$ cat config.mk
export PLATFORM = sky130hd
export DESIGN_NAME = pna_ctrl
export DESIGN_NICKNAME = d
export VERILOG_FILES = /design/src/hw/rtl/pna_pkg.sv /design/src/hw/rtl/pna_ctrl.sv
export SDC_FILE = /design/constraint.sdc
export NUM_CORES = 1
export LEC_CHECK = 0
export ABC_AREA = 0
export BUFFER_PORTS_ARGS = -buffer_cell sky130_fd_sc_hd__buf_2
export CAP_MARGIN = 20
export CORE_MARGIN = 5
export CORE_UTILIZATION = 50
export DETAILED_ROUTE_END_ITERATION = 10
export GPL_ROUTABILITY_DRIVEN = 0
export PLACE_DENSITY = 0.74
export SETUP_SLACK_MARGIN = 0.1
export SLEW_MARGIN = 10
export SYNTH_ARGS = -nofsm -noshare
export SYNTH_HDL_FRONTEND = slang
export SYNTH_SLANG_ARGS = --single-unit
$ cat constraint.sdc
create_clock -name clk_i -period 7.7 [get_ports clk_i]
set_clock_uncertainty 0.05 [all_clocks]
set_input_delay 0.385 -clock clk_i [delete_from_list [all_inputs] [get_ports clk_i]]
set_output_delay 0.385 -clock clk_i [all_outputs]
set_load 0.02 [all_outputs]
$ cat src/hw/rtl/pna_pkg.sv
`default_nettype none

package pna_pkg;

  localparam int PNA_PORT_BITS = 16;
  localparam int PNA_FLAG_BITS = 8;

  typedef enum logic [2:0] {
    ACT_ADD   = 3'd0,
    ACT_ALLOC = 3'd1,
    ACT_DEL   = 3'd2,
    ACT_FIND  = 3'd3,
    ACT_CLEAR = 3'd4
  } pna_action_e;

  typedef enum logic [2:0] {
    STAT_OK        = 3'd0,
    STAT_INVALID   = 3'd1,
    STAT_EXISTS    = 3'd2,
    STAT_NOT_FOUND = 3'd3,
    STAT_NO_FREE   = 3'd4
  } pna_status_e;

  typedef enum logic [2:0] {
    ST_INIT,
    ST_IDLE,
    ST_CHECK,
    ST_SCAN,
    ST_FLAG,
    ST_WIPE,
    ST_RESP
  } pna_state_e;

  typedef struct packed {
    logic [2:0]  action;
    logic [15:0] port;
    logic [15:0] range_end;
    logic [7:0]  flag_in;
  } pna_in_t;

  typedef struct packed {
    logic [2:0]  status;
    logic [15:0] port_out;
    logic [7:0]  flag_out;
  } pna_out_t;

endpackage

`default_nettype wire

$ cat src/hw/rtl/pna_ctrl.sv
`default_nettype none

module pna_ctrl import pna_pkg::*; #(
  parameter int PORT_BITS = PNA_PORT_BITS,
  parameter int FLAG_BITS = PNA_FLAG_BITS,
  parameter int WORD_OFF  = 5
) (
  input  wire logic                          clk_i,
  input  wire logic                          rst_ni,
  input  wire logic                          in_valid_i,
  output logic                               in_stall_o,
  input  wire pna_in_t                       in_item_i,
  output logic                               out_valid_o,
  input  wire logic                          out_stall_i,
  output pna_out_t                           out_item_o,
  output logic [PORT_BITS-WORD_OFF-1:0]      map_addr_o,
  output logic                               map_re_o,
  output logic                               map_we_o,
  output logic [(1<<WORD_OFF)-1:0]           map_wdata_o,
  input  wire logic [(1<<WORD_OFF)-1:0]      map_rdata_i,
  output logic [PORT_BITS-1:0]               flag_addr_o,
  output logic                               flag_re_o,
  output logic                               flag_we_o,
  output logic [FLAG_BITS-1:0]               flag_wdata_o,
  input  wire logic [FLAG_BITS-1:0]          flag_rdata_i
);

  localparam int IdxBits = PORT_BITS - WORD_OFF;
  localparam int WordW   = 1 << WORD_OFF;

  pna_state_e state_q, state_d;
  logic [IdxBits-1:0] clr_q, clr_d;
  logic out_valid_q, out_valid_d;

  logic [2:0]           act_q, act_d;
  logic [PORT_BITS-1:0] port_q, port_d;
  logic [PORT_BITS-1:0] end_q, end_d;
  logic [FLAG_BITS-1:0] flag_q, flag_d;
  logic [IdxBits-1:0]   widx_q, widx_d;
  pna_status_e          res_status_q, res_status_d;
  logic [PORT_BITS-1:0] res_port_q, res_port_d;
  logic [FLAG_BITS-1:0] res_flag_q, res_flag_d;
  pna_out_t             out_item_q, out_item_d;

  logic [PORT_BITS-1:0]   in_port, in_end;
  logic [IdxBits-1:0]     in_idx;
  logic [FLAG_BITS+7:0]   in_flag_ext;
  logic [FLAG_BITS+7:0]   res_flag_ext;
  logic [IdxBits-1:0]     port_idx, end_idx;
  logic [WORD_OFF-1:0]    port_off, end_off;
  logic [WordW-1:0]       port_bit;
  logic                   cur_used;
  logic [WordW-1:0]       cand;
  logic                   hit;
  logic [WORD_OFF-1:0]    hit_off;

  assign in_port     = in_item_i.port[PORT_BITS-1:0];
  assign in_end      = in_item_i.range_end[PORT_BITS-1:0];
  assign in_idx      = in_port[PORT_BITS-1 -: IdxBits];
  assign in_flag_ext = {{FLAG_BITS{1'b0}}, in_item_i.flag_in};
  assign res_flag_ext = {8'b0, res_flag_q};

  assign port_idx = port_q[PORT_BITS-1 -: IdxBits];
  assign port_off = port_q[WORD_OFF-1:0];
  assign end_idx  = end_q[PORT_BITS-1 -: IdxBits];
  assign end_off  = end_q[WORD_OFF-1:0];
  assign port_bit = WordW'(1) << port_off;
  assign cur_used = map_rdata_i[port_off];

  // free bits of the current word that lie inside the range
  always_comb begin
    for (int b = 0; b < WordW; b++) begin
      cand[b] = !map_rdata_i[b]
                && ((widx_q != port_idx) || (WORD_OFF'(b) >= port_off))
                && ((widx_q != end_idx)  || (WORD_OFF'(b) <= end_off));
    end
  end

  always_comb begin
    hit     = 1'b0;
    hit_off = '0;
    for (int b = WordW - 1; b >= 0; b--) begin
      if (cand[b]) begin
        hit     = 1'b1;
        hit_off = WORD_OFF'(b);
      end
    end
  end

  always_comb begin
    state_d      = state_q;
    clr_d        = clr_q;
    out_valid_d  = out_valid_q;
    act_d        = act_q;
    port_d       = port_q;
    end_d        = end_q;
    flag_d       = flag_q;
    widx_d       = widx_q;
    res_status_d = res_status_q;
    res_port_d   = res_port_q;
    res_flag_d   = res_flag_q;
    out_item_d   = out_item_q;

    map_addr_o   = widx_q;
    map_re_o     = 1'b0;
    map_we_o     = 1'b0;
    map_wdata_o  = map_rdata_i;
    flag_addr_o  = port_q;
    flag_re_o    = 1'b0;
    flag_we_o    = 1'b0;
    flag_wdata_o = flag_q;

    if (out_valid_q && !out_stall_i) begin
      out_valid_d = 1'b0;
    end

    unique case (state_q)
      ST_INIT, ST_WIPE: begin
        map_addr_o  = clr_q;
        map_we_o    = 1'b1;
        map_wdata_o = '0;
        clr_d       = clr_q + 1'b1;
        if (clr_q == {IdxBits{1'b1}}) begin
          if (state_q == ST_WIPE) begin
            res_status_d = STAT_OK;
            state_d      = ST_RESP;
          end else begin
            state_d = ST_IDLE;
          end
        end
      end
      ST_IDLE: begin
        map_addr_o = in_idx;
        if (in_valid_i) begin
          map_re_o   = 1'b1;
          act_d      = in_item_i.action;
          port_d     = in_port;
          end_d      = in_end;
          flag_d     = in_flag_ext[FLAG_BITS-1:0];
          widx_d     = in_idx;
          res_port_d = in_port;
          res_flag_d = '0;
          case (in_item_i.action) inside
            ACT_ADD, ACT_DEL, ACT_FIND: begin
              state_d = ST_CHECK;
            end
            ACT_ALLOC: begin
              if (in_port > in_end) begin
                res_status_d = STAT_INVALID;
                state_d      = ST_RESP;
              end else begin
                state_d = ST_SCAN;
              end
            end
            ACT_CLEAR: begin
              state_d = ST_WIPE;
            end
            default: begin
              res_status_d = STAT_INVALID;
              state_d      = ST_RESP;
            end
          endcase
        end
      end
      ST_CHECK: begin
        state_d = ST_RESP;
        case (act_q)
          ACT_ADD: begin
            if (cur_used) begin
              res_status_d = STAT_EXISTS;
            end else begin
              map_we_o     = 1'b1;
              map_wdata_o  = map_rdata_i | port_bit;
              flag_we_o    = 1'b1;
              res_status_d = STAT_OK;
            end
          end
          ACT_DEL: begin
            if (cur_used) begin
              map_we_o     = 1'b1;
              map_wdata_o  = map_rdata_i & ~port_bit;
              res_status_d = STAT_OK;
            end else begin
              res_status_d = STAT_NOT_FOUND;
            end
          end
          ACT_FIND: begin
            if (cur_used) begin
              flag_re_o = 1'b1;
              state_d   = ST_FLAG;
            end else begin
              res_status_d = STAT_NOT_FOUND;
            end
          end
          default: begin
            res_status_d = STAT_INVALID;
          end
        endcase
      end
      ST_FLAG: begin
        res_flag_d   = flag_rdata_i;
        res_status_d = STAT_OK;
        state_d      = ST_RESP;
      end
      ST_SCAN: begin
        if (hit) begin
          map_we_o     = 1'b1;
          map_wdata_o  = map_rdata_i | (WordW'(1) << hit_off);
          flag_addr_o  = {widx_q, hit_off};
          flag_we_o    = 1'b1;
          res_port_d   = {widx_q, hit_off};
          res_status_d = STAT_OK;
          state_d      = ST_RESP;
        end else if (widx_q == end_idx) begin
          res_status_d = STAT_NO_FREE;
          state_d      = ST_RESP;
        end else begin
          // fetch the next word while this one is checked
          widx_d     = widx_q + 1'b1;
          map_addr_o = widx_q + 1'b1;
          map_re_o   = 1'b1;
        end
      end
      ST_RESP: begin
        if (!out_valid_q || !out_stall_i) begin
          out_valid_d         = 1'b1;
          out_item_d.status   = res_status_q;
          out_item_d.port_out = 16'(res_port_q);
          out_item_d.flag_out = res_flag_ext[7:0];
          state_d             = ST_IDLE;
        end
      end
      default: begin
        state_d = ST_INIT;
      end
    endcase
  end

  always_ff @(posedge clk_i or negedge rst_ni) begin
    if (!rst_ni) begin
      state_q     <= ST_INIT;
      clr_q       <= '0;
      out_valid_q <= 1'b0;
    end else begin
      state_q     <= state_d;
      clr_q       <= clr_d;
      out_valid_q <= out_valid_d;
    end
  end

  always_ff @(posedge clk_i) begin
    act_q        <= act_d;
    port_q       <= port_d;
    end_q        <= end_d;
    flag_q       <= flag_d;
    widx_q       <= widx_d;
    res_status_q <= res_status_d;
    res_port_q   <= res_port_d;
    res_flag_q   <= res_flag_d;
    out_item_q   <= out_item_d;
  end

  assign in_stall_o  = (state_q != ST_IDLE);
  assign out_valid_o = out_valid_q;
  assign out_item_o  = out_item_q;

endmodule

`default_nettype wire

Yosys cells after proc, flatten, opt, wreduce, memory -nomap -nowiden:

Cells that the tools add are included.

* muxes and demuxes: 126
* add/sub/neg operators: 2
* equality and inequality tests: 27
* shift operators: 2
* order comparisons: 66
* reductions and logical operators: 179
* bitwise operators: 4

Operator list (count)
* $mux W5: 32
* $mux W32: 3
* $pmux W32 S3: 1
* $ge A5 B5 Y1 const A: 16
* $le A5 B5 Y1 const A: 16
* $logic_and A1 B1 Y1: 65
* $logic_or A1 B1 Y1: 65
* $mux W16: 4
* $or A32 B32 Y32: 2
* $pmux W32 S2: 1
* $shl A1 B5 Y32 const A: 2
* $mux W3: 19
* $mux W1: 45
* $ge A4 B5 Y1 const A: 8
* $le A4 B5 Y1 const A: 8
* $logic_not A1 Y1: 34
* $mux W11: 3
* $pmux W11 S3: 1
* $and A32 B32 Y32: 1
* $not A32 Y32: 1
* $pmux W16 S2: 1
* $add A11 B1 Y11 const B: 2
* $ne A11 B11 Y1: 2
* $pmux W11 S2: 1
* 34 further kinds: 73

* input bits: 87
* logic and storage cells: 420
* register bits after elaboration: 123

Logic depth before layout (Yosys ltp):

* word-level depth: 40
* gate-level depth with buffers: 13
* gate-level depth less buffers: 12

Worst setup path before layout:

No wires, ideal clock.

* kind: register to output
* start: reg port_q[0]
* end: out map_wdata_o[10]
* stages on the path, launching flop included: 12
* arrival: 3.510 ns
* path slack: 3.755 ns
* buffers on the path: 3
* required time: 7.265 ns
* cells stage by stage: edfxtp_1 > clkbuf_1 > mux4_2 > mux4_2 > mux2i_1 > nor2b_1 > and2_1 > clkbuf_1 > clkbuf_1 > a211oi_1 > o22ai_1 > a21oi_1

* cells in the longest elaborated chain, start to end: 40

RTL lines
* start, declared: line pna_ctrl.sv:36 `logic [PORT_BITS-1:0] port_q, port_d;`
* start signal, assigned: line pna_ctrl.sv:253 `port_q <= port_d;`
* $ge A5 B5 Y1: line pna_ctrl.sv:74 `&& ((widx_q != port_idx) || (WORD_OFF'(b) >= port_off))`
* $logic_or A1 B1 Y1: line pna_ctrl.sv:74
* $logic_and A1 B1 Y1: line pna_ctrl.sv:74
* $logic_and A1 B1 Y1: line pna_ctrl.sv:75 `&& ((widx_q != end_idx) || (WORD_OFF'(b) <= end_off));`
* $mux W5 (32 in series): line pna_ctrl.sv:83 `if (cand[b]) begin`
* $shl A1 B5 Y32: line pna_ctrl.sv:208 `map_wdata_o = map_rdata_i | (WordW'(1) << hit_off);`
* $or A32 B32 Y32: line pna_ctrl.sv:208
* $mux W32: line pna_ctrl.sv:206 `if (hit) begin`
* $pmux W32 S3 (*): line pna_ctrl.sv:117 `unique case (state_q)`
* end, declared: line pna_ctrl.sv:19 `output logic [(1<<WORD_OFF)-1:0] map_wdata_o,`

Mark *: on every way between the ends. The rest lies on a longest branch, timed or not. The select of a mux whose other input is x is not followed.

Worst setup path after layout:

* start: reg widx_q[3]
* end: out flag_addr_o[6]

* cells in the longest elaborated chain, start to end: 38

RTL lines
* start, declared: line pna_ctrl.sv:39 `logic [IdxBits-1:0] widx_q, widx_d;`
* start signal, assigned: line pna_ctrl.sv:256 `widx_q <= widx_d;`
* $ne A11 B11 Y1: line pna_ctrl.sv:74
* $logic_or A1 B1 Y1: line pna_ctrl.sv:74
* $logic_and A1 B1 Y1: line pna_ctrl.sv:74
* $logic_and A1 B1 Y1: line pna_ctrl.sv:75
* $mux W1 (31 in series): line pna_ctrl.sv:83
* $mux W1 (*): line pna_ctrl.sv:83
* $mux W16 (*): line pna_ctrl.sv:206
* $mux W16 (*): line pna_ctrl.sv:117
* end, declared: line pna_ctrl.sv:21 `output logic [PORT_BITS-1:0] flag_addr_o,`

Mark *: on every way between the ends. The rest lies on a longest branch, timed or not.

==> summary.txt <==
Run status
  • Status: completed

Power
  • Maximum vdd drop: 0.0002533 V
  • PD cells: 319.1 nW/um^2
  • Leakage Power: 0.004130 uW

Setup path
  • WP buf/inv: 1
  • CP max-delay cell: nand2_1
  • Critical Path AT: 5.58 ns
  • Required time worst endpoint: 7.26 ns
  • Setup crit end kind: output port
  • Worst reg2reg setup slack: 2.07 ns
  • Worst path cell trace: xor2_1 > or4_4 > nor4_4 > a221oi_1 > nand4bb_1 > nor3_2 > nand4_2 > nand2_1 > mux2_2 > buf_2
  • Delay-heaviest family, CP: simple AND/OR/NAND/NOR gates
  • R2R Path End: res_port_q[10]$_DFFE_PP_
  • Critical path class: flip-flop to output port
  • Critical path peak fanout: 23
  • Worst reg2reg path startpoint: widx_q[3]$_DFFE_PP_
  • Max incr delay on CP: 0.89 ns
  • Critical Path Start Type: flip-flop
  • R2R depth: 9

Route
  • DR WL/cell: 22.92 um
  • Vias: 8901
  • DRC: 0
  • Drt pass-1 iters: 7
  • Via density: 6.550
  • Post-route ant nets: 0
  • DRT iter0 DRCs: 1379
  • Routed Wire Length: 31140 um

Global route
  • GRT overflow: 0
  • Vias in the first global route: 8291
  • Initial antenna violation count: 1
  • Largest net degree at the start of global routing: 45
  • First-pass GRT wire length: 47380 um
  • GRT Overall Usage: 0.3022

Worst hold path
  • Hold path endpoint: flag_wdata_o[1]$_DFFE_PP_
  • WHS Path Cells: 1
  • Hold wc startpoint: in_item_i[1]
  • Worst hold path class: primary input to flip-flop

STA
  • Max_slew headroom: 0.3420
  • Final hold slack: 0.08115 ns
  • Worst-margin pin slew: 0.9871 ns
  • Final Hold Fails: 0
  • Endpoints failing setup: 0
  • Post-layout minimum cycle time: 6.014 ns
  • Tcrit/Tclk final: 0.7810
  • RSZ-0062 raised after global routing: no
  • Post-route setup TNS: 0 ns
  • FMAX: 166.3 MHz
  • Max-slew violations: 0

Clock network
  • Clk sinks: 123
  • Clock Tree Root: clkbuf_16
  • Clk buf depth: 2
  • CTS tree: yes
  • Clk slew on worst S/H paths: 0.06 ns
  • Inserted Clock Buffers: 17
  • H-tree level count: 4
  • Clock Latency Late Sink: 0.42 ns

Die
  • Die area: 20310 sq um
  • Row cnt: 48
  • Die Ht: 142.5 um
  • I/O pin count: 187
  • Die X: 142.5 um
  • Starting Density: 0.5094
  • Core area: 17240 sq um

Layout
  • Design Area, Final: 10410 sq um
  • Final Core Density: 0.6042
  • Area of the multi-input gates: 4787 sq um
  • Layout cells sized above 1: 0.2469
  • ANT cells: 0
  • Fin nets: 1226
  • Reg area: 3618 sq um
  • # fillers: 1462
  • Area Overhead vs Synth: 18.61%

Synthesis
  • Avg Cell Area, Syn: 9.136 sq um
  • Post-Syn Area: 8780 sq um
  • Synth Register Bits: 123
  • Seq/Total Area, Yosys: 0.4121
  • Post-synth ARST share: 0.1220
  • EDFF count, synth: 108
  • Syn Inst Count: 961
  • Syn. warnings: 0
  • Top_reg_cell synth: edfxtp_1
  • Post-synthesis net count: 1066
  • Yosys cell types: 74

Placed design
  • PortBufs: 186
  • Dpl hpwl: 23160 um
  • Post-DP Area: 9809 sq um

Flow run
  • Max-cap violation count: 0
==> sequential cells by signal (all words and copies together), names as in the netlist, 8 cells and up <==
| name | cells |
|---|---|
| end_q | 16 |
| res_flag_q | 8 |
| flag_wdata_o | 8 |
| widx_q | 11 |
| out_item_o | 27 |
| clr_q | 11 |
| res_port_q | 16 |
| port_q | 16 |
==> power by group <==
group / leakage [uW] / internal, uW / switching [uW]
clock: 0.000279 / 461 / 313
combinational: 0.00267 / 467 / 1020
sequential: 0.00118 / 944 / 123
total: 0.00413 / 1870 / 1450
==> kinds of logic (layout without fill, tap and decap cells) <==
group | Yosys count | in the layout | share of synthesized area
and+or+nand+nor | 380 | 380 | 0.2223
AOI/OAI and AO/OA | 283 | 283 | 0.2109
DFF | 123 | 123 | 0.4121
buffers and inverters | 90 | 263 | 0.04304
xor gates and xnor gates | 43 | 43 | 0.04290
muxes | 24 | 24 | 0.04304
adders and majority gates | 18 | 18 | 0.02565
==> worst max path at each step <==
| stage | start | to | depth (start not counted) |
|---|---|---|---|
| after floorplan | port_q[0]$_DFFE_PP_ | map_wdata_o[10] | 11 |
| after global placement | widx_q[3]$_DFFE_PP_ | res_port_q[10]$_DFFE_PP_ | 9 |
| after detailed placement | widx_q[3]$_DFFE_PP_ | res_port_q[10]$_DFFE_PP_ | 9 |
| after CTS | widx_q[3]$_DFFE_PP_ | flag_addr_o[6] | 10 |
| after global routing | widx_q[7]$_DFFE_PP_ | flag_addr_o[0] | 11 |
| final | widx_q[3]$_DFFE_PP_ | flag_addr_o[6] | 10 |
==> placed cells by master (no fill, tap or decap), types with 9 or more instances in the layout <==
cell / n
nor2b_1: 15
buf_4: 11
nand3_1: 30
a211oi_1: 15
ha_1: 18
nor2_1: 80
a221o_1: 10
o21ai_0: 63
a31oi_1: 14
nand4_1: 23
nand2b_1: 12
buf_2: 188
mux4_2: 10
nor3_1: 23
nand2_1: 120
clkbuf_16: 17
dfrtp_1: 15
xnor2_1: 34
a21oi_1: 67
xor2_1: 9
mux2_2: 10
and3_1: 17
inv_1: 29
a22oi_1: 9
a21o_1: 14
edfxtp_1: 108
==> final cells by class <==
class / instances / area share
Clock buffer: 19 / 0.04253
Sequential cell: 123 / 0.3475
Tap cell: 225 / 0.02703
Clock inverter: 13 / 0.01286
Inverter: 31 / 0.01117
Multi-Input combinational cell: 748 / 0.4597
Timing Repair Buffer: 200 / 0.09924
==> worst register-to-register path, delay by kind of cell, from the launching register on <==
family,cells,cell delay (ns)
compound gates,1,0.39
simple gates,7,3.97
xor+xnor,1,0.25
flops,1,0.57
==> layer usage <==
| layer | up-vias | part of all wire | GRT usage |
|---|---|---|---|
| met3 | 143 | 0.15 | 0.1035 |
| met4 | 2 | 0.048 | 0.1351 |
| li1 | 3972 | - | - |
| met1 | 4101 | 0.37 | 0.4019 |
| met2 | 683 | 0.44 | 0.4481 |
| met5 | - | 0.00035 | 0 |
==> timing repair <==
action	CTS	global route
buffers inserted	0	0
hold buffers	1	0
endpoints found under the hold margin	15	0
resized for setup	0	0
setup endpoints to repair	0	0
==> per-stage QoR <==
stage	setup slack [ns]	power, uW	std cells
floorplan	3.755	2033	961
finish	1.686	3323	1359
global route	1.349	3498	1359
detailed placement	2.193	2521	1323
global placement	2.395	2501	1323
CTS	1.828	3300	1356
==> synth_stat cells, drive strengths merged, types with 9 or more instances <==
| cell type | instances | area share |
|---|---|---|
| nor2b | 15 | 0.011 |
| dfrtp | 15 | 0.043 |
| a22oi | 9 | 0.0077 |
| a211oi | 15 | 0.013 |
| nand4 | 24 | 0.018 |
| nor4 | 16 | 0.018 |
| mux4 | 10 | 0.026 |
| nand2b | 12 | 0.0086 |
| clkbuf | 41 | 0.018 |
| a21oi | 68 | 0.039 |
| mux2 | 10 | 0.013 |
| inv | 30 | 0.013 |
| xnor2 | 34 | 0.034 |
| nand3 | 30 | 0.017 |
| o21ai | 70 | 0.040 |
| and3 | 17 | 0.012 |
| ha | 18 | 0.026 |
| buf | 18 | 0.012 |
| xor2 | 9 | 0.0090 |
| or2 | 9 | 0.0067 |
| edfxtp | 108 | 0.37 |
| a31oi | 14 | 0.010 |
| a21o | 14 | 0.012 |
| a221o | 10 | 0.011 |
| nand2 | 120 | 0.051 |
| nor3 | 27 | 0.018 |
| nor2 | 81 | 0.035 |
(Power assumes the default switching activity.)
